<file path="config.mk">
export PLATFORM = sky130hd
export DESIGN_NAME = ecbu_regs
export DESIGN_NICKNAME = d
export VERILOG_FILES = /design/src/hw/rtl/ecbu_pkg.sv /design/src/hw/rtl/ecbu_regs.sv
export SDC_FILE = /design/constraint.sdc
export NUM_CORES = 1
export LEC_CHECK = 0
export BUFFER_PORTS_ARGS = -buffer_cell sky130_fd_sc_hd__clkbuf_2
export CAP_MARGIN = 20
export CORE_ASPECT_RATIO = 2
export CORE_UTILIZATION = 35
export DETAILED_ROUTE_END_ITERATION = 12
export PLACE_DENSITY_LB_ADDON = 0.08
export SLEW_MARGIN = 20
export SYNTH_ARGS = -nofsm -noshare
export SYNTH_HDL_FRONTEND = slang
export SYNTH_SLANG_ARGS = --single-unit
</file>
<file path="constraint.sdc">
create_clock -name i_clk -period 1.3 [get_ports i_clk]
set_clock_uncertainty 0.15 [all_clocks]
set_input_delay 0 -clock i_clk [delete_from_list [all_inputs] [get_ports i_clk]]
set_output_delay 0 -clock i_clk [all_outputs]
set_load 0.02 [all_outputs]
</file>
<file path="src/hw/rtl/ecbu_pkg.sv">
package ecbu_pkg;

    // number formats
    localparam int ANGLE_FRAC_BITS = 7;
    localparam int VEC_FRAC_BITS   = 14;
    localparam int CORDIC_ITERS    = 16;
    localparam int DEG_FRAC        = 16;
    localparam int ANG_SHIFT       = DEG_FRAC - ANGLE_FRAC_BITS;
    localparam int INNER           = 30;

    localparam int HALF_TURN  = 180 << ANGLE_FRAC_BITS;
    localparam int FULL_TURN  = 360 << ANGLE_FRAC_BITS;
    localparam int PITCH_LIM  = 89 << ANGLE_FRAC_BITS;
    localparam int WRAP_STEPS = 8;
    localparam int WRAP_W     = 24;

    localparam int Q90       = 90 << DEG_FRAC;
    localparam int Q180      = 180 << DEG_FRAC;
    localparam int CORDIC_X0 = 652032874;

    localparam int VEC_ONE    = 1 << VEC_FRAC_BITS;
    localparam int SQRT_STEPS = 31;
    localparam int LEN_W      = 31;
    localparam int QUOT_W     = 17;
    localparam int NUM_W      = INNER + VEC_FRAC_BITS + 1;
    localparam int XMUL_STEPS = 7;
    localparam int SQ_STEPS   = 4;
    localparam int CNT_W      = 5;

    localparam logic signed [15:0] RESET_YAW   = -16'sd11520;
    localparam logic signed [15:0] RESET_PITCH = 16'sd0;

    // register map
    typedef logic [2:0] t_reg_idx;
    localparam t_reg_idx REG_SENS        = 3'd0;
    localparam t_reg_idx REG_CLAMP       = 3'd1;
    localparam t_reg_idx REG_UP_X        = 3'd2;
    localparam t_reg_idx REG_UP_Y        = 3'd3;
    localparam t_reg_idx REG_UP_Z        = 3'd4;
    localparam t_reg_idx REG_START_YAW   = 3'd5;
    localparam t_reg_idx REG_START_PITCH = 3'd6;

    // datapath operations
    typedef logic [4:0] t_op;
    localparam t_op OP_NONE  = 5'd0;
    localparam t_op OP_LOAD  = 5'd1;
    localparam t_op OP_MDX   = 5'd2;
    localparam t_op OP_MDY   = 5'd3;
    localparam t_op OP_SUMP  = 5'd4;
    localparam t_op OP_WRAP  = 5'd5;
    localparam t_op OP_ANG   = 5'd6;
    localparam t_op OP_CINIT = 5'd7;
    localparam t_op OP_CORD  = 5'd8;
    localparam t_op OP_CEND  = 5'd9;
    localparam t_op OP_FX    = 5'd10;
    localparam t_op OP_FZ    = 5'd11;
    localparam t_op OP_FV    = 5'd12;
    localparam t_op OP_XMUL  = 5'd13;
    localparam t_op OP_SHIFT = 5'd14;
    localparam t_op OP_DEGEN = 5'd15;
    localparam t_op OP_SQ    = 5'd16;
    localparam t_op OP_SQRT  = 5'd17;
    localparam t_op OP_DINIT = 5'd18;
    localparam t_op OP_DIV   = 5'd19;
    localparam t_op OP_DEND  = 5'd20;
    localparam t_op OP_OUT   = 5'd21;

    typedef struct packed {
        logic [15:0]        sensitivity;
        logic               clamp_pitch;
        logic signed [15:0] world_up_x;
        logic signed [15:0] world_up_y;
        logic signed [15:0] world_up_z;
        logic signed [15:0] start_yaw;
        logic signed [14:0] start_pitch;
    } t_cfg;

    typedef struct packed {
        t_op              op;
        logic [CNT_W-1:0] idx;
        logic             xsel;
    } t_cmd;

    typedef struct packed {
        logic vec_zero;
        logic need_shift;
    } t_stat;

    // arctangent of 2^-i in 1/65536 degree
    function automatic logic signed [24:0] atan_at(input logic [CNT_W-1:0] i);
        case (i)
            5'd0:    return 25'sd2949120;
            5'd1:    return 25'sd1740967;
            5'd2:    return 25'sd919879;
            5'd3:    return 25'sd466945;
            5'd4:    return 25'sd234379;
            5'd5:    return 25'sd117304;
            5'd6:    return 25'sd58666;
            5'd7:    return 25'sd29335;
            5'd8:    return 25'sd14668;
            5'd9:    return 25'sd7334;
            5'd10:   return 25'sd3667;
            5'd11:   return 25'sd1833;
            5'd12:   return 25'sd917;
            5'd13:   return 25'sd458;
            5'd14:   return 25'sd229;
            5'd15:   return 25'sd115;
            5'd16:   return 25'sd57;
            5'd17:   return 25'sd29;
            5'd18:   return 25'sd14;
            5'd19:   return 25'sd7;
            5'd20:   return 25'sd4;
            5'd21:   return 25'sd2;
            5'd22:   return 25'sd1;
            default: return 25'sd0;
        endcase
    endfunction

endpackage

</file>
<file path="src/hw/rtl/ecbu_regs.sv">
module ecbu_regs (
    input  logic             i_clk,
    input  logic             i_rst_n,
    input  logic             psel,
    input  logic             penable,
    input  logic             pwrite,
    input  logic [4:0]       paddr,
    input  logic [31:0]      pwdata,
    output logic [31:0]      prdata,
    output logic             pready,
    output ecbu_pkg::t_cfg   o_cfg
);
    import ecbu_pkg::*;

    t_cfg     r_cfg;
    t_reg_idx idx;
    logic     wr;

    assign idx    = paddr[4:2];
    assign wr     = psel && penable && pwrite;
    assign pready = 1'b1;
    assign o_cfg  = r_cfg;

    always_ff @(posedge i_clk) begin
        if (!i_rst_n) begin
            r_cfg.sensitivity <= 16'd6554;
            r_cfg.clamp_pitch <= 1'b1;
            r_cfg.world_up_x  <= 16'sd0;
            r_cfg.world_up_y  <= 16'sd16384;
            r_cfg.world_up_z  <= 16'sd0;
            r_cfg.start_yaw   <= RESET_YAW;
            r_cfg.start_pitch <= 15'sd0;
        end else if (wr) begin
            case (idx)
                REG_SENS:        r_cfg.sensitivity <= pwdata[15:0];
                REG_CLAMP:       r_cfg.clamp_pitch <= pwdata[0];
                REG_UP_X:        r_cfg.world_up_x  <= pwdata[15:0];
                REG_UP_Y:        r_cfg.world_up_y  <= pwdata[15:0];
                REG_UP_Z:        r_cfg.world_up_z  <= pwdata[15:0];
                REG_START_YAW:   r_cfg.start_yaw   <= pwdata[15:0];
                REG_START_PITCH: r_cfg.start_pitch <= pwdata[14:0];
                default: ;
            endcase
        end
    end

    always_comb begin
        case (idx)
            REG_SENS:        prdata = {16'b0, r_cfg.sensitivity};
            REG_CLAMP:       prdata = {31'b0, r_cfg.clamp_pitch};
            REG_UP_X:        prdata = {16'b0, r_cfg.world_up_x};
            REG_UP_Y:        prdata = {16'b0, r_cfg.world_up_y};
            REG_UP_Z:        prdata = {16'b0, r_cfg.world_up_z};
            REG_START_YAW:   prdata = {16'b0, r_cfg.start_yaw};
            REG_START_PITCH: prdata = {17'b0, r_cfg.start_pitch};
            default:         prdata = 32'b0;
        endcase
    end

endmodule

</file>
==> reports/metrics.yaml, run 1 <==
syn_area_um2: 4512
r2r_slack_ns: 0.34
critPathSlowestCell: "dfxtp_2"
grt_first_pass_wirelength_um: 23160
antenna_found_initial: 0
grt_usage_pct: 23.83
crit_path_cell_trace: "mux2_4 -> a221oi_4 -> a221oi_2 -> buf_4"
final_cell_mix: "119 x clkbuf_2, 101 x nand2_1, 98 x mux2i_1"
drc_errors: 0
hold_viol: 1
ant_nets: 0
slew_headroom_pct: 62.03
grt_pass1_vias: 4231
critical_path.reg2reg.startpoint: "o_cfg[53]"
ys.warnings.count: 0
p_total_mw: 6.591
largest_reg_flops: 96
yosysUniqueCellTypes: 30
root_buffer: "clkbuf_16"
setup_ws_ns: -0.3340
n_antenna_cell: 0
yosysSeqAreaShare_pct: 42.60
avgSynthCellArea_um2: 9.682
cts_buffers: 9
die_w_um: 82.29
viasPerCell: 5.013
arrival_ns: 1.48
crit_fanout: 3
cp.depth: 4
cp.required_ns: 1.15
holdWs_ns: -0.02664
area_delta_synth_final_pct: 51.58
crit_type: "flop to primary output"
outcome: "finished with violations"
rsz0062_at_grt: "yes"
dr.pass1.iters: 4
reg2reg_to: "o_cfg[53]"
slowest_delay_ns: 0.33
drt-total-wl_um: 15690
fp-row-count: 58
start_util_pct: 35.94
cts.sinks: 96
final-setup-viol-count: 16
crit_end: "prdata[0]"
crit_family: "flip-flops"
grt_max_degree: 53
final_nets: 735
drive_gt1_share_pct: 48.28
gp_congestion: 0.8118
timing.critical_path.buf_inv: 1
cts_max_level: 3
ios: 171
vias: 4251
layout_min_cycle_time_ns: 1.634
synth.ff_latch_count: 96
setup_tns_ns: -3.224
worst_pin_slew_ns: 0.5689
die_y_um: 162.6
peakVddDrop_mv: 0.6735
p_leak_nw: 3.039
cts_tree: "built"
core_area_um2: 12550
place_hpwl_um: 11280
drt_iter0_drc: 219
start_kind: "flop"
violations: "hold timing, setup timing"
drv_cap: 0
die_area_um2: 13380
fmax_mhz: 612.0
io_buffers: 135
worstSetupStartpoint: "o_cfg[79]"
r2r_cells: 4
mostFrequentLayoutCell: "clkbuf_2"
final.period_utilization_pct: 125.7
pre_cts_slack_ns: -0.3449
synthCells: 466
cts.clk_slew.worst_paths_ns: 0.07
clk_latency_ns: 0.35
clockBufferDepth: 2
cp-end-kind: "primary output"
slew_violations: 0
avgRoutedWirePerCell_um: 18.50
grt_overflow: 0
cellPowerDensity_nw_per_um2: 963.8
hold_path_class: "input port to flop"
-- Yosys cell counts, drive strengths merged --
cell	instances	area share, %
nor2	9	1.5
mux2i	102	23
and2	1	0.14
conb	2	0.17
mux2	16	4.0
nand2b	2	0.28
a22oi	9	1.5
a32oi	3	0.58
o311ai	3	0.58
buf	33	5.4
a221oi	15	2.9
nand4	1	0.28
dfxtp	96	43
a221o	1	0.22
o21ai	8	0.89
or2	2	0.28
clkbuf	16	1.3
nand4b	1	0.53
o21a	1	0.17
a22o	1	0.19
a21oi	4	0.44
inv	13	1.1
nor2b	15	2.1
o211ai	5	0.83
o221ai	5	0.97
nand2	102	8.5
-- through the flow --
| step | util (%) | cell area [um^2] | hold slack (ns) | std cells |
|---|---|---|---|---|
| 6_report | 54.47 | 6839 | -0.02664 | 848 |
| 5_1_grt | 54.47 | 6839 | 0.009700 | 848 |
| 4_1_cts | 53.66 | 6736 | 0.02266 | 843 |
| 3_5_place_dp | 46.84 | 5881 | 0.1362 | 792 |
| 3_3_place_gp | 46.84 | 5881 | 0.1343 | 792 |
| 2_1_floorplan | - | 4629 | 0.01840 | 481 |
-- worst min path at each step --
stage                     cells after the start  startpoint        end  slack [ns]
after floorplan                               2   pwdata[1]  o_cfg[81]        0.02
after global placement                        3   pwdata[1]  o_cfg[81]        0.13
after detailed placement                      3   pwdata[4]  o_cfg[84]        0.14
after CTS                                     4     i_rst_n  o_cfg[71]        0.02
after global routing                          3     i_rst_n  o_cfg[24]        0.01
final                                         3     i_rst_n  o_cfg[24]       -0.03
-- power by group --
| part | total [mW] | internal (mW) | switching, mW |
|---|---|---|---|
| logic | 0.873 | 0.373 | 0.500 |
| clock network | 2.74 | 1.51 | 1.23 |
| registers | 2.98 | 2.96 | 0.0200 |
| total | 6.59 | 4.84 | 1.75 |
-- metal layers --
metal / wire [um] / vias up / global-route usage (%)
li1: - / 2052 / -
met3: 551 / 33 / 4.146
met1: 6283 / 2040 / 26.26
met2: 8379 / 126 / 42.67
met5: 0 / - / 0
met4: 476 / 0 / 10.85
-- cells by family after synthesis --
| kind of cell | count (synthesis) | share of synthesized area [%] |
|---|---|---|
| and+or+nand+nor | 133 | 13.53 |
| muxes | 118 | 26.62 |
| DFF | 96 | 42.60 |
| buffers and inverters | 62 | 7.793 |
| AOI/OAI and AO/OA | 55 | 9.290 |
| other | 2 | 0.1665 |
-- worst register-to-register path, delay by kind of cell (launching register included) --
kind,cells,cell delay (ns)
and+or+nand+nor,1,0.05
DFF,1,0.32
muxes,1,0.08
buffers and inverters,2,0.24
-- timing repair --
action,CTS,global route
gates cloned,0,1
setup buffers,15,5
gates resized for setup,73,24
hold buffers,20,0
pin swaps,10,5
endpoints found under the hold margin,96,0
setup endpoints to repair,16,90
-- area by class of cell --
cell class,count,area [um^2]
Inverter,13,48.80
Clock buffer,9,225.2
Clock inverter,7,78.83
Multi-Input combinational cell,323,2520
Fill cell,1183,5715
Timing Repair Buffer,250,1817
Tap cell,150,187.7
Sequential cell,96,1962
Note: power is estimated with default switching activity, not from simulation.
==> run 2, diff against run 1 <==
--- a/config.mk
+++ b/config.mk
@@ -5,6 +5,7 @@
 export SDC_FILE = /design/constraint.sdc
 export NUM_CORES = 1
 export LEC_CHECK = 0
+export ABC_AREA = 1
 export BUFFER_PORTS_ARGS = -buffer_cell sky130_fd_sc_hd__clkbuf_2
 export CAP_MARGIN = 20
 export CORE_ASPECT_RATIO = 2
==> run 2 against run 1 <==
Against the previous run: the flow finishes with violations (setup timing); final area rose by 2.2%; global-route usage fell by 0.54 points; cell count rose by 36%; critical path type unchanged; sequential share of layout area fell by 0.10 points; sequential power hardly changed; critical endpoint is now prdata[6]; critical path depth grew 1; sequential cell count stayed put; worst hold slack improved by 0.074 ns; register-to-register slack better by 0.08 ns.
==> reports/metrics.yaml, run 2 <==
grt_overflow: 0  # unchanged
ys.warnings.count: 0  # unchanged
n_antenna_cell: 0  # unchanged
final_cell_mix: "237 x nand2_1, 175 x nor2_1, 116 x clkbuf_2"
seqCellArea_um2: 1998  # +1.8%
arrival_ns: 1.23  # -0.25 ns
final-setup-viol-count: 11  # -5
synth_top_flop_cell: "dfxtp_1"
largest_reg_flops: 96  # unchanged
p_total_mw: 6.460  # -2.0%
gp_congestion: 0.8398  # +3.4%
n_fill_cell: 1455  # +23%
dr.pass1.iters: 5  # +1
ant_nets: 0  # unchanged
violations: "setup timing"
avgSynthCellArea_um2: 6.414  # -34%
drv_cap: 0  # unchanged
clockBufferDepth: 2  # unchanged
vias: 5515  # +30%
area_delta_synth_final_pct: 41.55
peakVddDrop_mv: 0.6000  # -11%
start_kind: "flop"
synth_edf_count: 0  # unchanged
start_util_pct: 35.75  # -0.19 points
die_area_um2: 14620  # +9.3%
cts_max_level: 3  # unchanged
mostFrequentLayoutCell: "nand2_1"
outcome: "finished with violations"
final.period_utilization_pct: 106.0  # -20 points
root_buffer: "clkbuf_16"
dp.cells: 1082  # +37%
r2r_cells: 3  # -1
cts.sinks: 96  # unchanged
rsz0062_at_grt: "yes"
synth_common_cells: "244 x nand2_1, 187 x nor2_1, 96 x dfxtp_1"
drc_errors: 0  # unchanged
io_buffers: 135  # unchanged
antenna_found_initial: 0  # unchanged
fin_cells: 1151  # +36%
ys_top_cells_by_area: "dfxtp_1 39%, nand2_1 19%, nor2_1 14%"
fp-row-count: 61  # +5.2%
cts_buffers: 9  # unchanged
cp.required_ns: 1.15  # about the same
r2r_slack_ns: 0.42  # +0.08 ns
cp-end-kind: "primary output"
hold_viol: 0  # -1
die_w_um: 86.00  # +4.5%
slew_violations: 0  # unchanged
async_flop_share_pct: 0  # unchanged
cts.clk_slew.worst_paths_ns: 0.07  # about the same
syn_area_um2: 4938  # +9.5%
fin_util_pct: 50.60  # -3.9 points
synth_top_area_share_pct: 38.92  # -3.7 points
hold_depth: 6  # +3
synth.ff_latch_count: 96  # unchanged
hold_path_class: "input port to flop"
reg2reg_to: "o_cfg[24]"
die_y_um: 170.0  # +4.6%
min_to: "o_cfg[39]"
hp-start: "penable"
synthCells: 770  # +65%
grt_usage_pct: 23.29  # -0.54 points
grt_first_pass_wirelength_um: 26070  # +13%
grt_max_degree: 50  # -5.7%
p_leak_nw: 3.427  # +13%
final_area_um2: 6990  # +2.2%
crit_fanout: 2  # -1
placed_area_um2: 5961  # +1.4%
synth.most_common_cell: "nand2_1"
setup_ws_ns: -0.07757  # +0.2565 ns
layout_min_cycle_time_ns: 1.378  # -0.2565 ns
cellPowerDensity_nw_per_um2: 924.1  # -4.1%
yosysSeqAreaShare_pct: 38.92  # -3.7 points
setup_tns_ns: -0.4248  # +2.799 ns
drive_gt1_share_pct: 34.41  # -14 points
drt-total-wl_um: 17060  # +8.7%
final_nets: 999  # +36%
cts_tree: "built"
viasPerCell: 4.791  # -4.4%
yosysTopAreaCell: "dfxtp_1"
ios: 171  # unchanged
clk_latency_ns: 0.34  # about the same
grt_pass1_vias: 4902  # +16%
place_hpwl_um: 12110  # +7.4%
drt_iter0_drc: 268  # +22%
multi_input_area_um2: 2595  # +3.0%
critical_path.reg2reg.startpoint: "o_cfg[24]"
core_area_um2: 13810  # +10%
fmax_mhz: 725.9  # +19%
avgRoutedWirePerCell_um: 14.82  # -20%
crit_type: "flop to primary output"
yosysUniqueCellTypes: 21  # -30%
-- run 2: cell types whose count changed after synthesis, moves of 20 or more --
cell     before  now
nand4_1       0   35
nor2_1        4  187
inv_1        13   33
nand2_1     102  244
mux2i_1     102    0
nand3_1       0   76
-- run 2: worst max-delay path: stages (launching register included) --
cell	delay, ns
dfxtp_2	0.32
nand4_1	0.08
nand2_1	0.09
nor2_2	0.15
nand2_1	0.09
clkbuf_8	0.15
-- run 2: how the worst max path moves through the flow --
stage	start	endpoint	slack, ns	cells past startpoint
after global routing	o_cfg[21]	prdata[6]	-0.12	5
after detailed placement	paddr[3]	o_cfg[6]	-0.08	8
after CTS	o_cfg[24]	prdata[9]	-0.08	5
after global placement	paddr[3]	prdata[8]	-0.07	10
final	o_cfg[21]	prdata[6]	-0.08	5
after floorplan	paddr[2]	o_cfg[75]	0.24	9
-- run 2: power breakdown --
| group | internal [mW] | leakage (nW) | switching [mW] |
|---|---|---|---|
| sequential | 2.98 | 0.797 | 0.0294 |
| clock | 1.31 | 0.126 | 1.21 |
| combinational | 0.344 | 2.50 | 0.580 |
| total | 4.64 | 3.43 | 1.82 |
-- run 2: routing by layer --
layer | global-route usage [%] | wire length [um] | share of wire (%) | vias up
met2 | 39.23 | 8555 | 50 | 212
met1 | 29.55 | 7223 | 42 | 2534
met5 | 0 | 0 | 0 | -
met3 | 3.492 | 840 | 4.9 | 27
met4 | 8.986 | 436 | 2.6 | 0
li1 | - | - | - | 2742
-- run 2: layout make-up --
cell class,count,share of cell area [%]
clock buffers,11,3.329
clock inverters,5,0.5907
inverters,37,2.023
multi-input cells,585,37.12
flip-flops and latches,96,28.58
well taps,189,3.383
repair buffers,228,24.97
-- run 2: cell families after synthesis --
family / after synthesis / synth area share (%)
simple gates: 559 / 48.37
buf+inv: 104 / 11.65
flops: 96 / 38.92
compound gates: 9 / 0.9120
other cells: 2 / 0.1521
-- run 2: metrics by stage --
stage          hold slack [ns]  worst slack, ns
2_1_floorplan         -0.02383           0.2412
3_3_place_gp           0.08114         -0.06939
3_5_place_dp           0.09081         -0.07524
4_1_cts                0.05311         -0.07517
5_1_grt                0.09296          -0.1231
6_report               0.04686         -0.07757
-- run 2: what timing repair did --
item,4_1_cts,5_1_grt
pin swaps,31,22
setup endpoints to repair,16,16
gates cloned,0,0
hold buffers,18,0
endpoints found under the hold margin,95,0
resized for setup,82,49
buffers inserted,32,3
