**config.mk**
```make
export PLATFORM = sky130hd
export DESIGN_NAME = ecbu_ctrl
export DESIGN_NICKNAME = d
export VERILOG_FILES = /design/src/hw/rtl/ecbu_pkg.sv /design/src/hw/rtl/ecbu_ctrl.sv
export SDC_FILE = /design/constraint.sdc
export NUM_CORES = 1
export LEC_CHECK = 0
export BUFFER_PORTS_ARGS = -buffer_cell sky130_fd_sc_hd__buf_2
export CAP_MARGIN = 20
export CELL_PAD_IN_SITES_DETAIL_PLACEMENT = 1
export CELL_PAD_IN_SITES_GLOBAL_PLACEMENT = 2
export CORE_MARGIN = 4
export CORE_UTILIZATION = 30
export DETAILED_ROUTE_END_ITERATION = 10
export GPL_ROUTABILITY_DRIVEN = 0
export GPL_TIMING_DRIVEN = 0
export PLACE_DENSITY_LB_ADDON = 0.1
export SETUP_SLACK_MARGIN = 0.2
export SLEW_MARGIN = 25
export SYNTH_ARGS = -nofsm -noshare
export SYNTH_HDL_FRONTEND = slang
export SYNTH_SLANG_ARGS = --single-unit
```
**constraint.sdc**
```tcl
create_clock -name i_clk -period 2.2 [get_ports i_clk]
set_input_delay 0.33 -clock i_clk [delete_from_list [all_inputs] [get_ports i_clk]]
set_output_delay 0.33 -clock i_clk [all_outputs]
set_load 0.05 [all_outputs]
```
**src/hw/rtl/ecbu_pkg.sv**
```systemverilog
package ecbu_pkg;

    // number formats
    localparam int ANGLE_FRAC_BITS = 7;
    localparam int VEC_FRAC_BITS   = 14;
    localparam int CORDIC_ITERS    = 16;
    localparam int DEG_FRAC        = 16;
    localparam int ANG_SHIFT       = DEG_FRAC - ANGLE_FRAC_BITS;
    localparam int INNER           = 30;

    localparam int HALF_TURN  = 180 << ANGLE_FRAC_BITS;
    localparam int FULL_TURN  = 360 << ANGLE_FRAC_BITS;
    localparam int PITCH_LIM  = 89 << ANGLE_FRAC_BITS;
    localparam int WRAP_STEPS = 8;
    localparam int WRAP_W     = 24;

    localparam int Q90       = 90 << DEG_FRAC;
    localparam int Q180      = 180 << DEG_FRAC;
    localparam int CORDIC_X0 = 652032874;

    localparam int VEC_ONE    = 1 << VEC_FRAC_BITS;
    localparam int SQRT_STEPS = 31;
    localparam int LEN_W      = 31;
    localparam int QUOT_W     = 17;
    localparam int NUM_W      = INNER + VEC_FRAC_BITS + 1;
    localparam int XMUL_STEPS = 7;
    localparam int SQ_STEPS   = 4;
    localparam int CNT_W      = 5;

    localparam logic signed [15:0] RESET_YAW   = -16'sd11520;
    localparam logic signed [15:0] RESET_PITCH = 16'sd0;

    // register map
    typedef logic [2:0] t_reg_idx;
    localparam t_reg_idx REG_SENS        = 3'd0;
    localparam t_reg_idx REG_CLAMP       = 3'd1;
    localparam t_reg_idx REG_UP_X        = 3'd2;
    localparam t_reg_idx REG_UP_Y        = 3'd3;
    localparam t_reg_idx REG_UP_Z        = 3'd4;
    localparam t_reg_idx REG_START_YAW   = 3'd5;
    localparam t_reg_idx REG_START_PITCH = 3'd6;

    // datapath operations
    typedef logic [4:0] t_op;
    localparam t_op OP_NONE  = 5'd0;
    localparam t_op OP_LOAD  = 5'd1;
    localparam t_op OP_MDX   = 5'd2;
    localparam t_op OP_MDY   = 5'd3;
    localparam t_op OP_SUMP  = 5'd4;
    localparam t_op OP_WRAP  = 5'd5;
    localparam t_op OP_ANG   = 5'd6;
    localparam t_op OP_CINIT = 5'd7;
    localparam t_op OP_CORD  = 5'd8;
    localparam t_op OP_CEND  = 5'd9;
    localparam t_op OP_FX    = 5'd10;
    localparam t_op OP_FZ    = 5'd11;
    localparam t_op OP_FV    = 5'd12;
    localparam t_op OP_XMUL  = 5'd13;
    localparam t_op OP_SHIFT = 5'd14;
    localparam t_op OP_DEGEN = 5'd15;
    localparam t_op OP_SQ    = 5'd16;
    localparam t_op OP_SQRT  = 5'd17;
    localparam t_op OP_DINIT = 5'd18;
    localparam t_op OP_DIV   = 5'd19;
    localparam t_op OP_DEND  = 5'd20;
    localparam t_op OP_OUT   = 5'd21;

    typedef struct packed {
        logic [15:0]        sensitivity;
        logic               clamp_pitch;
        logic signed [15:0] world_up_x;
        logic signed [15:0] world_up_y;
        logic signed [15:0] world_up_z;
        logic signed [15:0] start_yaw;
        logic signed [14:0] start_pitch;
    } t_cfg;

    typedef struct packed {
        t_op              op;
        logic [CNT_W-1:0] idx;
        logic             xsel;
    } t_cmd;

    typedef struct packed {
        logic vec_zero;
        logic need_shift;
    } t_stat;

    // arctangent of 2^-i in 1/65536 degree
    function automatic logic signed [24:0] atan_at(input logic [CNT_W-1:0] i);
        case (i)
            5'd0:    return 25'sd2949120;
            5'd1:    return 25'sd1740967;
            5'd2:    return 25'sd919879;
            5'd3:    return 25'sd466945;
            5'd4:    return 25'sd234379;
            5'd5:    return 25'sd117304;
            5'd6:    return 25'sd58666;
            5'd7:    return 25'sd29335;
            5'd8:    return 25'sd14668;
            5'd9:    return 25'sd7334;
            5'd10:   return 25'sd3667;
            5'd11:   return 25'sd1833;
            5'd12:   return 25'sd917;
            5'd13:   return 25'sd458;
            5'd14:   return 25'sd229;
            5'd15:   return 25'sd115;
            5'd16:   return 25'sd57;
            5'd17:   return 25'sd29;
            5'd18:   return 25'sd14;
            5'd19:   return 25'sd7;
            5'd20:   return 25'sd4;
            5'd21:   return 25'sd2;
            5'd22:   return 25'sd1;
            default: return 25'sd0;
        endcase
    endfunction

endpackage

```
**src/hw/rtl/ecbu_ctrl.sv**
```systemverilog
module ecbu_ctrl (
    input  logic            i_clk,
    input  logic            i_rst_n,
    input  logic            i_in_valid,
    output logic            o_in_ready,
    output logic            o_out_valid,
    input  logic            i_out_ready,
    input  ecbu_pkg::t_stat i_stat,
    output ecbu_pkg::t_cmd  o_cmd
);
    import ecbu_pkg::*;

    localparam logic [4:0] ST_IDLE  = 5'd0;
    localparam logic [4:0] ST_MDX   = 5'd1;
    localparam logic [4:0] ST_MDY   = 5'd2;
    localparam logic [4:0] ST_SUMP  = 5'd3;
    localparam logic [4:0] ST_WRAP  = 5'd4;
    localparam logic [4:0] ST_ANG   = 5'd5;
    localparam logic [4:0] ST_CINIT = 5'd6;
    localparam logic [4:0] ST_CORD  = 5'd7;
    localparam logic [4:0] ST_CEND  = 5'd8;
    localparam logic [4:0] ST_FX    = 5'd9;
    localparam logic [4:0] ST_FZ    = 5'd10;
    localparam logic [4:0] ST_FV    = 5'd11;
    localparam logic [4:0] ST_XMUL  = 5'd12;
    localparam logic [4:0] ST_NORM  = 5'd13;
    localparam logic [4:0] ST_SQ    = 5'd14;
    localparam logic [4:0] ST_SQRT  = 5'd15;
    localparam logic [4:0] ST_DINIT = 5'd16;
    localparam logic [4:0] ST_DIV   = 5'd17;
    localparam logic [4:0] ST_DEND  = 5'd18;
    localparam logic [4:0] ST_OUT   = 5'd19;

    logic [4:0]       r_state, n_state;
    logic [CNT_W-1:0] r_cnt, n_cnt;
    logic             r_sel, n_sel;
    logic             r_ovalid, n_ovalid;

    assign o_in_ready  = (r_state == ST_IDLE);
    assign o_out_valid = r_ovalid;

    always_ff @(posedge i_clk) begin
        if (!i_rst_n) begin
            r_state  <= ST_IDLE;
            r_cnt    <= '0;
            r_sel    <= 1'b0;
            r_ovalid <= 1'b0;
        end else begin
            r_state  <= n_state;
            r_cnt    <= n_cnt;
            r_sel    <= n_sel;
            r_ovalid <= n_ovalid;
        end
    end

    always_comb begin
        n_state    = r_state;
        n_cnt      = r_cnt;
        n_sel      = r_sel;
        n_ovalid   = r_ovalid && !i_out_ready;
        o_cmd.op   = OP_NONE;
        o_cmd.idx  = r_cnt;
        o_cmd.xsel = r_sel;
        case (r_state)
            ST_IDLE: begin
                if (i_in_valid) begin
                    o_cmd.op = OP_LOAD;
                    n_state  = ST_MDX;
                end
            end
            ST_MDX: begin
                o_cmd.op = OP_MDX;
                n_state  = ST_MDY;
            end
            ST_MDY: begin
                o_cmd.op = OP_MDY;
                n_state  = ST_SUMP;
            end
            ST_SUMP: begin
                o_cmd.op = OP_SUMP;
                n_cnt    = CNT_W'(WRAP_STEPS - 1);
                n_state  = ST_WRAP;
            end
            ST_WRAP: begin
                o_cmd.op = OP_WRAP;
                if (r_cnt == '0) begin
                    n_state = ST_ANG;
                end else begin
                    n_cnt = r_cnt - 1'b1;
                end
            end
            ST_ANG: begin
                o_cmd.op = OP_ANG;
                n_state  = ST_CINIT;
            end
            ST_CINIT: begin
                o_cmd.op = OP_CINIT;
                n_cnt    = '0;
                n_state  = ST_CORD;
            end
            ST_CORD: begin
                o_cmd.op = OP_CORD;
                if (r_cnt == CNT_W'(CORDIC_ITERS - 1)) begin
                    n_state = ST_CEND;
                end else begin
                    n_cnt = r_cnt + 1'b1;
                end
            end
            ST_CEND: begin
                o_cmd.op = OP_CEND;
                n_state  = ST_FX;
            end
            ST_FX: begin
                o_cmd.op = OP_FX;
                n_state  = ST_FZ;
            end
            ST_FZ: begin
                o_cmd.op = OP_FZ;
                n_state  = ST_FV;
            end
            ST_FV: begin
                o_cmd.op = OP_FV;
                n_sel    = 1'b0;
                n_cnt    = '0;
                n_state  = ST_XMUL;
            end
            ST_XMUL: begin
                o_cmd.op = OP_XMUL;
                if (r_cnt == CNT_W'(XMUL_STEPS - 1)) begin
                    n_state = ST_NORM;
                end else begin
                    n_cnt = r_cnt + 1'b1;
                end
            end
            ST_NORM: begin
                if (i_stat.vec_zero) begin
                    o_cmd.op = OP_DEGEN;
                    n_state  = ST_OUT;
                end else if (i_stat.need_shift) begin
                    o_cmd.op = OP_SHIFT;
                end else begin
                    n_cnt   = '0;
                    n_state = ST_SQ;
                end
            end
            ST_SQ: begin
                o_cmd.op = OP_SQ;
                if (r_cnt == CNT_W'(SQ_STEPS - 1)) begin
                    n_cnt   = '0;
                    n_state = ST_SQRT;
                end else begin
                    n_cnt = r_cnt + 1'b1;
                end
            end
            ST_SQRT: begin
                o_cmd.op = OP_SQRT;
                if (r_cnt == CNT_W'(SQRT_STEPS - 1)) begin
                    n_state = ST_DINIT;
                end else begin
                    n_cnt = r_cnt + 1'b1;
                end
            end
            ST_DINIT: begin
                o_cmd.op = OP_DINIT;
                n_cnt    = '0;
                n_state  = ST_DIV;
            end
            ST_DIV: begin
                o_cmd.op = OP_DIV;
                if (r_cnt == CNT_W'(QUOT_W - 1)) begin
                    n_state = ST_DEND;
                end else begin
                    n_cnt = r_cnt + 1'b1;
                end
            end
            ST_DEND: begin
                o_cmd.op = OP_DEND;
                if (r_sel) begin
                    n_state = ST_OUT;
                end else begin
                    n_sel   = 1'b1;
                    n_cnt   = '0;
                    n_state = ST_XMUL;
                end
            end
            ST_OUT: begin
                if (!r_ovalid || i_out_ready) begin
                    o_cmd.op = OP_OUT;
                    n_ovalid = 1'b1;
                    n_state  = ST_IDLE;
                end
            end
            default: n_state = ST_IDLE;
        endcase
    end

endmodule

```
==> impl_metrics.yaml, run 1 <==
logic_synthesis:
  syn_nets: 217
  yosys_warnings: 0
  seq_area_frac_synth_pct: 16.0
  synth_compound_area_share_pct: 34.0
  synthMuxAreaShare_pct: 0
  synth.distinct_cells: 60
  synth_xor_area_share_pct: 1.75
  syn_avg_cell_area_um2: 7.28
  ys.flop_type: "dfxtp_1"
  ys_ff_latch: 12
  synth_top_family_by_area: "simple AND/OR/NAND/NOR gates"
  synth_edf_count: 0
  syn_area_um2: 1500
  synthArstFlopShare_pct: 0
  synth-simple-area-share_pct: 34.4
  synthAdderAreaFrac_pct: 4.17
  syn_inst: 206
route:
  remaining_drc_errors: 0
  wl_met1_mm: 2.88
  drt.antenna.violating_nets: 0
  post_drt_wl_per_cell_um: 21.6
  wl_mm: 7.19
  first_iter_violations: 153
  met2_wirelength_mm: 3.82
  dr.pass1.iters: 4
  vias_per_cell: 5.99
  vias: 1994
  top_layer: "met4"
  wl_met3_um: 225
floorplan:
  ioPinCount: 19
  core_um2: 4790
  start_util_pct: 31.3
  die_y_um: 78.7
  die_w_um: 78.7
  fp-row-count: 25
  fp.dieArea_um2: 6190
finish:
  areaGrowthSynthToFinish_pct: 69.0
  final_util_pct: 52.9
  diodes: 0
  nets: 278
  drive_gt1_share_pct: 53.8
global_routing:
  track_usage_pct: 20.8
  antenna_found_initial: 0
  grt_overflow: 0
  grt_max_degree: 11
  grt_pass1_vias: 1947
  grt_pass1_wl_mm: 10.1
clock_tree:
  clk_pin_slew_worst_paths_ns: 0.06
  clock-sinks: 12
  clockBufferDepth: 2
  cts_tree: "built"
  h-tree-depth: 1
  clock-root-buffer: "clkbuf_8"
  cts_buffers: 3
  clk_latency_ns: 0.25
timing:
  finalSetupViolCount: 0
  finalCritPeriodShare_pct: 94.5
  period_needed_ns: 2.08
  finalHoldViolCount: 0
  maxSlewHeadroom_pct: 65.3
  rsz0062_at_grt: "true"
  final.setup_skew_ns: 0.00895
  slew_violations: 0
  max_freq_mhz: 481
  hold_slack_ns: 0.529
  tightest_slew_ns: 0.519
critical_path:
  path_cells: "buf_6 > buf_8 > nor4b_4 > buf_4 > a21o_1 > buf_6"
  critPathMaxFanout: 8
  cp-start-kind: "flop"
  end_kind: "primary output"
  worstSetupPathType: "flop to primary output"
  cp.arrival_ns: 1.75
  cp_common_cell: "buf_6"
  critPathTopFamily: "buffers and inverters"
  path_buf_inv: 4
  cp_slowest_cell: "nor4b_4"
  required_ns: 1.87
  cp_slowest_stage_delay_ns: 0.43
flow_run:
  cap_viol_max_count: 0
placed_design:
  io_buffers: 17
  dp_hpwl_mm: 4.42
pwr:
  ir_drop_uv: 757
  total_power_uw: 3790
  leakage_uw: 0.000996
  p_per_area_nw_per_um2: 1500
status:
  status: "finished, final reports clean"
worst_hold_path:
  holdCritPathClass: "input port to flop"
==> cell usage in the layout, fill, tap and decap left out, drive strengths merged, types with 4 or more instances in the layout <==
cell type  Yosys  final
buf           14     72
nor4b          6      6
nor2          14     14
dfxtp         12     12
nand3          7      7
a2bb2oi        4      4
a21oi         21     21
a211oi         4      4
nor3           9      9
ha             5      5
nand2         17     17
clkbuf         4      6
o21ai         16     16
inv           10      8
==> synth_stat cells (all sizes together), types with 2 or more instances <==
cell type  count  area, um^2
a211oi         4        30.0
xnor2          2        17.5
a31o           2        17.5
nand4          3        18.8
o221a          3        33.8
or3            2        12.5
nand2         17        63.8
o221ai         2        17.5
o32ai          2        17.5
nand4bb        2        22.5
o21a           2        15.0
or4            2        18.8
a2bb2oi        4        35.0
clkbuf         4        15.0
o31ai          3        22.5
nor3           9        45.0
a221oi         3        26.3
nand2b         2        12.5
o21ai         16        80.1
nor4           3        18.8
o22ai          2        12.5
dfxtp         12         240
nor2b          3        18.8
inv           10        37.5
buf           14        92.6
ha             5        62.6
nor4b          6        80.1
nand3          7        35.0
a21oi         21         105
and3           2        12.5
o211ai         2        15.0
nor2          14        55.1
and3b          2        17.5
a21o           3        22.5
==> cell families (layout without fill, tap and decap cells) <==
kind of cell / Yosys count / in the layout
compound gates: 76 / 76
xor+xnor: 3 / 3
buf+inv: 28 / 88
fa+ha+maj: 5 / 5
flops: 12 / 12
simple gates: 82 / 82
==> where the power goes <==
group,internal (uW),switching [uW],leakage (uW)
Clock,159,90.6,0.0000288
Combinational,1370,1760,0.000864
Sequential,316,96.5,0.000104
Total,1840,1950,0.000996
==> routing by layer <==
layer  track usage [%]  vias to the layer above
met2              39.2                       67
met1              24.6                      987
li1                  -                      910
met5                 0                        -
met4              4.90                        0
met3              2.52                       30
==> what timing repair did <==
item | 4_1_cts | 5_1_grt
hold buffers | 0 | 0
pin swaps | 5 | 11
buffers inserted | 23 | 17
resized for setup | 58 | 48
setup endpoints to repair | 15 | 16
==> flip-flops by register name, indices dropped and copies added (netlist names) <==
signal / cells
r_cnt: 5
r_state: 5
o_out_valid: 1
r_sel: 1
==> final timing paths <==
check / start / end / slack [ns] / cells past startpoint
worst max register to register: r_state[3] / r_state[0] / 0.13 / 7
worst min-delay path: i_rst_n / r_cnt[1] / 0.53 / 2
worst max-delay path: r_state[2] / o_cmd[7] / 0.12 / 6
worst min register to register: r_sel / r_sel / 0.57 / 2
==> layout make-up <==
class,instances,area (um^2)
Buffer,17,208
Clock buffer,4,55.1
Fill cell,571,2250
Inverter,10,47.5
Multi-Input combinational cell,166,1440
Sequential cell,12,269
Tap cell,67,83.8
Timing Repair Buffer,57,435
==> metrics by stage <==
step	instances	TNS, ns	setup slack (ns)	cell area, um^2
after global placement	290	-0.109	-0.0558	1740
after floorplan	206	0	0.0857	1570
after global routing	333	0	0.0528	2530
final	333	0	0.120	2530
after CTS	316	0	0.120	2170
after detailed placement	290	-0.324	-0.192	1740
==> worst register-to-register path, stage by stage (launching register included) <==
cell	delay, ns
dfxtp_1	0.32
buf_6	0.13
buf_4	0.16
nand4bb_1	0.29
a221oi_2	0.43
or4_4	0.28
nor3_2	0.07
a211oi_1	0.28
(Power assumes the default switching activity.)
==> run 2, diff against run 1 <==
--- a/config.mk
+++ b/config.mk
@@ -15,7 +15,6 @@
 export GPL_ROUTABILITY_DRIVEN = 0
 export GPL_TIMING_DRIVEN = 0
 export PLACE_DENSITY_LB_ADDON = 0.1
-export SETUP_SLACK_MARGIN = 0.2
 export SLEW_MARGIN = 25
 export SYNTH_ARGS = -nofsm -noshare
 export SYNTH_HDL_FRONTEND = slang
==> run 2 against run 1 <==
  * Cell count is 11% lower
  * Sequential share of layout area is 3.3 points higher
  * Clock skew is 0.0075 ns lower
  * Critical path depth is 2 higher
  * First-iteration DRC count is 17% lower
  * Maximum frequency is 2.6% lower
  * Cell area is 24% lower
  * Power is 23% lower
  * Clock power is 14% lower
  * Worst setup slack worse by 0.055 ns
  * Critical path type is now flop to flop
  * Critical endpoint is now r_cnt[2]
  * Largest cell class unchanged
==> impl_metrics.yaml, run 2 (synthesized netlist as in run 1, its figures left out) <==
status:
  status: "finished, final reports clean"
timing:
  max_freq_mhz: 468
  final.setup_skew_ns: 0.00146
  setup_ws_ns: 0.0650
  tightest_slew_ns: 0.575
  period_needed_ns: 2.14
  slew_violations: 0
  finalSetupViolCount: 0
  maxSlewHeadroom_pct: 61.6
  finalHoldViolCount: 0
  finalCritPeriodShare_pct: 97.0
finish:
  layout_common_cells: "20 x a21oi_1, 17 x nand2_1, 14 x o21ai_0"
  final_common_cell: "a21oi_1"
  drive_gt1_share_pct: 34.6
  fin_cells: 298
  areaGrowthSynthToFinish_pct: 29.3
  diodes: 0
  nets: 243
  largestRegisters: "r_cnt x5, r_state x5"
critical_path:
  path_cells: "ha_4 > and3_1 > ha_2 > inv_1 > or4_4 > and4_4 > and2_4 > o221a_2"
  r2r_slack_ns: 0.06
  cp-start-kind: "flop"
  critPathMaxFanout: 5
  end_kind: "flop"
  path_buf_inv: 1
  rr_worst_depth: 8
  required_ns: 2.33
  cp.arrival_ns: 2.27
  cp_slowest_stage_delay_ns: 0.51
  rr_endpoint: "r_cnt[2]"
  critPathTopFamily: "simple AND/OR/NAND/NOR gates"
  worstSetupPathType: "flop to flop"
  cp_slowest_cell: "or4_4"
  reg2reg_from: "r_cnt[0]"
route:
  vias_per_cell: 6.00
  vias: 1789
  post_drt_wl_per_cell_um: 19.9
  drt.antenna.violating_nets: 0
  dr.pass1.iters: 4
  first_iter_violations: 127
  remaining_drc_errors: 0
  wl_mm: 5.92
global_routing:
  grt_max_degree: 11
  grt_overflow: 0
  antenna_found_initial: 0
  grt_pass1_vias: 1879
  track_usage_pct: 20.1
  grt_pass1_wl_mm: 9.88
pwr:
  ir_drop_uv: 626
  p_clk_share_pct: 7.3
  combPwrFrac_pct: 77.2
  sw_frac_of_total_pct: 54.4
  total_power_uw: 2920
  p_per_area_nw_per_um2: 1510
  seq_power_share_pct: 15.4
  power.switching_uw: 1590
  leakage_uw: 0.000732
  p_int_uw: 1330
floorplan:
  fp-row-count: 25
  fp.dieArea_um2: 6190
  die_w_um: 78.7
  core_um2: 4790
  die_y_um: 78.7
  start_util_pct: 31.3
  ioPinCount: 19
clock_tree:
  cts_buffers: 3
  clk_pin_slew_worst_paths_ns: 0.05
  h-tree-depth: 1
  clock-sinks: 12
  clock-root-buffer: "clkbuf_8"
  cts_tree: "built"
  clockBufferDepth: 2
  clk_latency_ns: 0.25
worst_hold_path:
  whs_endpoint: "r_state[4]"
  holdCritPathClass: "input port to flop"
  worstHoldPathCells: 2
  hp-start: "i_rst_n"
placed_design:
  dp_cells: 290
  pre_cts_ws_ns: -0.0962
  dp_hpwl_mm: 4.50
  io_buffers: 17
flow_run:
  cap_viol_max_count: 0
==> run 2: worst max path at each step <==
stage | depth (start not counted) | startpoint | end
2_1_floorplan | 8 | r_cnt[1] | r_cnt[2]
3_3_place_gp | 6 | r_state[0] | o_cmd[7]
3_5_place_dp | 8 | r_state[3] | o_cmd[8]
4_1_cts | 8 | r_cnt[2] | r_cnt[2]
5_1_grt | 8 | r_cnt[0] | r_cnt[2]
6_report | 8 | r_cnt[0] | r_cnt[2]
==> run 2: final cells by class <==
cell class,count,area [um^2]
Buffer,15,143
Fill cell,610,2850
Tap cell,67,83.8
Multi-Input combinational cell,166,1200
Sequential cell,12,269
Inverter,10,37.5
Timing Repair Buffer,24,163
Clock buffer,4,45.0
==> run 2: per-layer routing <==
| layer | global-route usage [%] | part of all wire, % |
|---|---|---|
| met5 | 0 | 0 |
| met1 | 25.5 | 44 |
| met3 | 2.98 | 3.5 |
| met4 | 7.34 | 2.9 |
| met2 | 34.0 | 49 |
==> run 2: worst reg2reg max path, delay by kind of cell (launching register included) <==
kind,cells,cell delay [ns]
and+or+nand+nor,4,0.99
DFF,1,0.38
adders and majority gates,2,0.33
AOI/OAI and AO/OA,1,0.27
buffers and inverters,1,0.05
==> run 2: power by group through the flow <==
stage          sequential [uW]  clock [uW]  combinational, uW
3_3_place_gp               423           0               1920
4_1_cts                    444         220               2100
2_1_floorplan              512           0               1390
3_5_place_dp               428           0               1950
5_1_grt                    462         237               2430
6_report                   451         215               2260
==> run 2: what timing repair did <==
action	CTS	global route
setup endpoints to repair	7	14
pin swaps	0	3
buffers inserted	3	4
hold buffers	0	0
resized for setup	25	21
==> run 2: metrics by stage <==
| step | hold WS (ns) | util (%) | setup TNS [ns] | instance area (um^2) |
|---|---|---|---|---|
| finish | 0.488 | 40.5 | 0 | 1940 |
| global route | 0.491 | 40.5 | -0.0106 | 1940 |
| CTS | 0.480 | 38.3 | 0 | 1830 |
| detailed placement | 0.578 | 35.7 | -0.218 | 1710 |
| global placement | 0.569 | 35.7 | -0.154 | 1710 |
| floorplan | 0.502 | - | 0 | 1540 |
==> run 3, diff against run 2 <==
--- a/config.mk
+++ b/config.mk
@@ -5,12 +5,13 @@
 export SDC_FILE = /design/constraint.sdc
 export NUM_CORES = 1
 export LEC_CHECK = 0
+export ABC_AREA = 1
 export BUFFER_PORTS_ARGS = -buffer_cell sky130_fd_sc_hd__buf_2
 export CAP_MARGIN = 20
 export CELL_PAD_IN_SITES_DETAIL_PLACEMENT = 1
 export CELL_PAD_IN_SITES_GLOBAL_PLACEMENT = 2
 export CORE_MARGIN = 4
-export CORE_UTILIZATION = 30
+export CORE_UTILIZATION = 26
 export DETAILED_ROUTE_END_ITERATION = 10
 export GPL_ROUTABILITY_DRIVEN = 0
 export GPL_TIMING_DRIVEN = 0
@@ -19,3 +20,4 @@
 export SYNTH_ARGS = -nofsm -noshare
 export SYNTH_HDL_FRONTEND = slang
 export SYNTH_SLANG_ARGS = --single-unit
+export TNS_END_PERCENT = 30
==> run 3 against run 2 <==
  * Clock skew up 0.0049 ns
  * Area after synthesis down 10%
  * Worst hold slack worse by 0.12 ns
  * First-iteration DRC count decreased by 35%
  * Cell area is 18% lower
  * Cell count is 13% higher
  * Maximum frequency rose by 4.3%
  * Combinational power decreased by 28%
  * Worst setup slack improved by 0.089 ns
  * Synthesized cell count grew 21%
  * Critical endpoint is now o_cmd[9]
  * Largest cell class unchanged
==> impl_metrics.yaml, run 3 <==
logic_synthesis:
  yosys_warnings: 0
  synth_edf_count: 0
  synth_top_family_by_area: "simple AND/OR/NAND/NOR gates"
  synth_common_cells: "72 x nand2_1, 47 x nor2_1, 31 x nand3_1"
  ys_ff_latch: 12
  syn_area_um2: 1340
  synthAdderAreaFrac_pct: 4.66
  synth.most_common_cell: "nand2_1"
  syn_nets: 260
  synthMuxAreaShare_pct: 0
  synth.distinct_cells: 27
  synthArstFlopShare_pct: 0
  yosys.area.top_type: "nand2_1"
  ys.flop_type: "dfxtp_1"
  synth_xor_area_share_pct: 0.652
  ys_top_cells_by_area: "nand2_1 20%, dfxtp_1 18%, nor2_1 13%"
  syn_avg_cell_area_um2: 5.40
  seq_area_frac_synth_pct: 17.9
  syn_inst: 249
  synth-simple-area-share_pct: 57.5
  synth_top_area_share_pct: 20.1
  synth_compound_area_share_pct: 7.64
route:
  post_drt_wl_per_cell_um: 14.1
  vias: 1594
  dr.pass1.iters: 4
  remaining_drc_errors: 0
  first_iter_violations: 82
  wl_mm: 4.77
  drt.antenna.violating_nets: 0
  vias_per_cell: 4.72
timing:
  tightest_slew_ns: 0.330
  finalHoldViolCount: 0
  maxSlewHeadroom_pct: 78.0
  slew_violations: 0
  max_freq_mhz: 489
  finalCritPeriodShare_pct: 93.0
  finalSetupViolCount: 0
  setup_ws_ns: 0.154
  final.setup_skew_ns: 0.00636
  period_needed_ns: 2.05
finish:
  fin_cells: 338
  nets: 283
  layout_common_cells: "72 x nand2_1, 47 x nor2_1, 31 x nand3_1"
  areaGrowthSynthToFinish_pct: 17.9
  final_common_cell: "nand2_1"
  fin_area_um2: 1580
  drive_gt1_share_pct: 18.1
  largestRegisters: "r_cnt x5, r_state x5"
  diodes: 0
  final_util_pct: 32.7
critical_path:
  rr_endpoint: "r_cnt[0]"
  cp-startpoint: "r_state[3]"
  r2r_slack_ns: 0.27
  critPathMaxFanout: 5
  required_ns: 1.87
  rr_worst_depth: 11
  cp.arrival_ns: 1.72
  cp-start-kind: "flop"
  end_kind: "primary output"
  worstSetupPathType: "flop to primary output"
  reg2reg_from: "r_cnt[1]"
clock_tree:
  hold_buffers: 0
  cts_tree: "built"
  clockBufferDepth: 2
  h-tree-depth: 1
  cts_buffers: 3
  clock-root-buffer: "clkbuf_8"
  clock-sinks: 12
  cts_setup_buffers: 0
  clk_pin_slew_worst_paths_ns: 0.06
  clk_latency_ns: 0.25
floorplan:
  start_util_pct: 27.7
  die_w_um: 79.9
  core_um2: 4850
  ioPinCount: 19
  die_y_um: 79.9
  fp-row-count: 25
  fp.dieArea_um2: 6380
pwr:
  power.switching_uw: 1370
  combPwrFrac_pct: 71.4
  p_per_area_nw_per_um2: 1430
  ir_drop_uv: 564
  p_clk_share_pct: 11.8
  leakage_uw: 0.000889
  sw_frac_of_total_pct: 60.1
  p_int_uw: 906
  seq_power_share_pct: 16.8
worst_hold_path:
  holdCritPathClass: "input port to flop"
  hp-start: "i_rst_n"
  whs_endpoint: "r_cnt[2]"
  worstHoldPathCells: 3
placed_design:
  io_buffers: 18
  dp_cells: 334
  dp_hpwl_mm: 4.02
  placed_cell_area_um2: 1520
  pre_cts_ws_ns: 0.276
global_routing:
  antenna_found_initial: 0
  track_usage_pct: 16.5
  grt_overflow: 0
  grt_pass1_wl_mm: 8.22
  grt_max_degree: 11
  grt_pass1_vias: 1640
flow_run:
  cap_viol_max_count: 0
status:
  status: "finished, final reports clean"
==> run 3: changes by cell type after synthesis, sizes merged, moves of 6 or more <==
cell and delta:
o21ai -12, nand2 +59, nor4b -6, nor3 -6, inv +24, nand3 +26
nor2 +42, a21oi -12, buf -11
==> run 3: stage by stage <==
stage	hold slack (ns)	total power [uW]	TNS [ns]
2_1_floorplan	0.450	1610	0
3_3_place_gp	0.539	1990	0
3_5_place_dp	0.543	2000	0
4_1_cts	0.368	2270	0
5_1_grt	0.380	2500	-0.00519
6_report	0.365	2270	0
==> run 3: per-layer routing <==
metal  vias to the layer above  routed length (um)  track usage (%)
met4                         0                  19             2.03
li1                        831                   -                -
met1                       745                2550             24.2
met5                         -                   0                0
met3                         2                 106             3.05
met2                        16                2090             25.6
==> run 3: worst max-delay path, cell delays in order (launching register included) <==
cell,delay (ns)
dfxtp_1,0.43
nand2_1,0.10
nor2_1,0.16
nand2_1,0.18
nand2_1,0.17
inv_1,0.07
nand3_1,0.08
buf_2,0.27
==> run 3: how the worst max path moves through the flow <==
| stage | end | cells past startpoint |
|---|---|---|
| 3_5_place_dp | r_cnt[0] | 11 |
| 6_report | o_cmd[9] | 7 |
| 5_1_grt | o_cmd[9] | 7 |
| 3_3_place_gp | r_cnt[0] | 11 |
| 2_1_floorplan | o_cmd[6] | 5 |
| 4_1_cts | o_cmd[6] | 8 |
==> run 3: power by group through the flow <==
stage	combinational [uW]	sequential, uW	clock (uW)
after CTS	1620	376	277
after detailed placement	1610	382	0
after floorplan	1170	448	0
after global routing	1820	397	288
after global placement	1610	381	0
final	1620	381	268
==> run 3: cells by family (layout without fill, tap and decap cells) <==
kind of cell             after synthesis  after routing
AND/OR/NAND/NOR                      175            175
flip-flops                            12             12
adder cells (fa/ha/maj)                5              5
AO/OA/AOI/OAI                         18             18
buffers and inverters                 38             60
XOR/XNOR                               1              1
==> run 3: repair_timing <==
item / in CTS / in global routing
setup endpoints to repair: 0 / 4
endpoints found under the hold margin: 0 / 0
gates resized for setup: 0 / 5
==> run 3: final cells by class <==
cell class                 instances  area [um^2]
buffer                             4         28.8
inverter                          34          128
sequential                        12          244
fill                             674         3260
timing repair buffer              18         92.6
tap                               67         83.8
multi-input combinational        199          952
clock buffer                       4         55.1
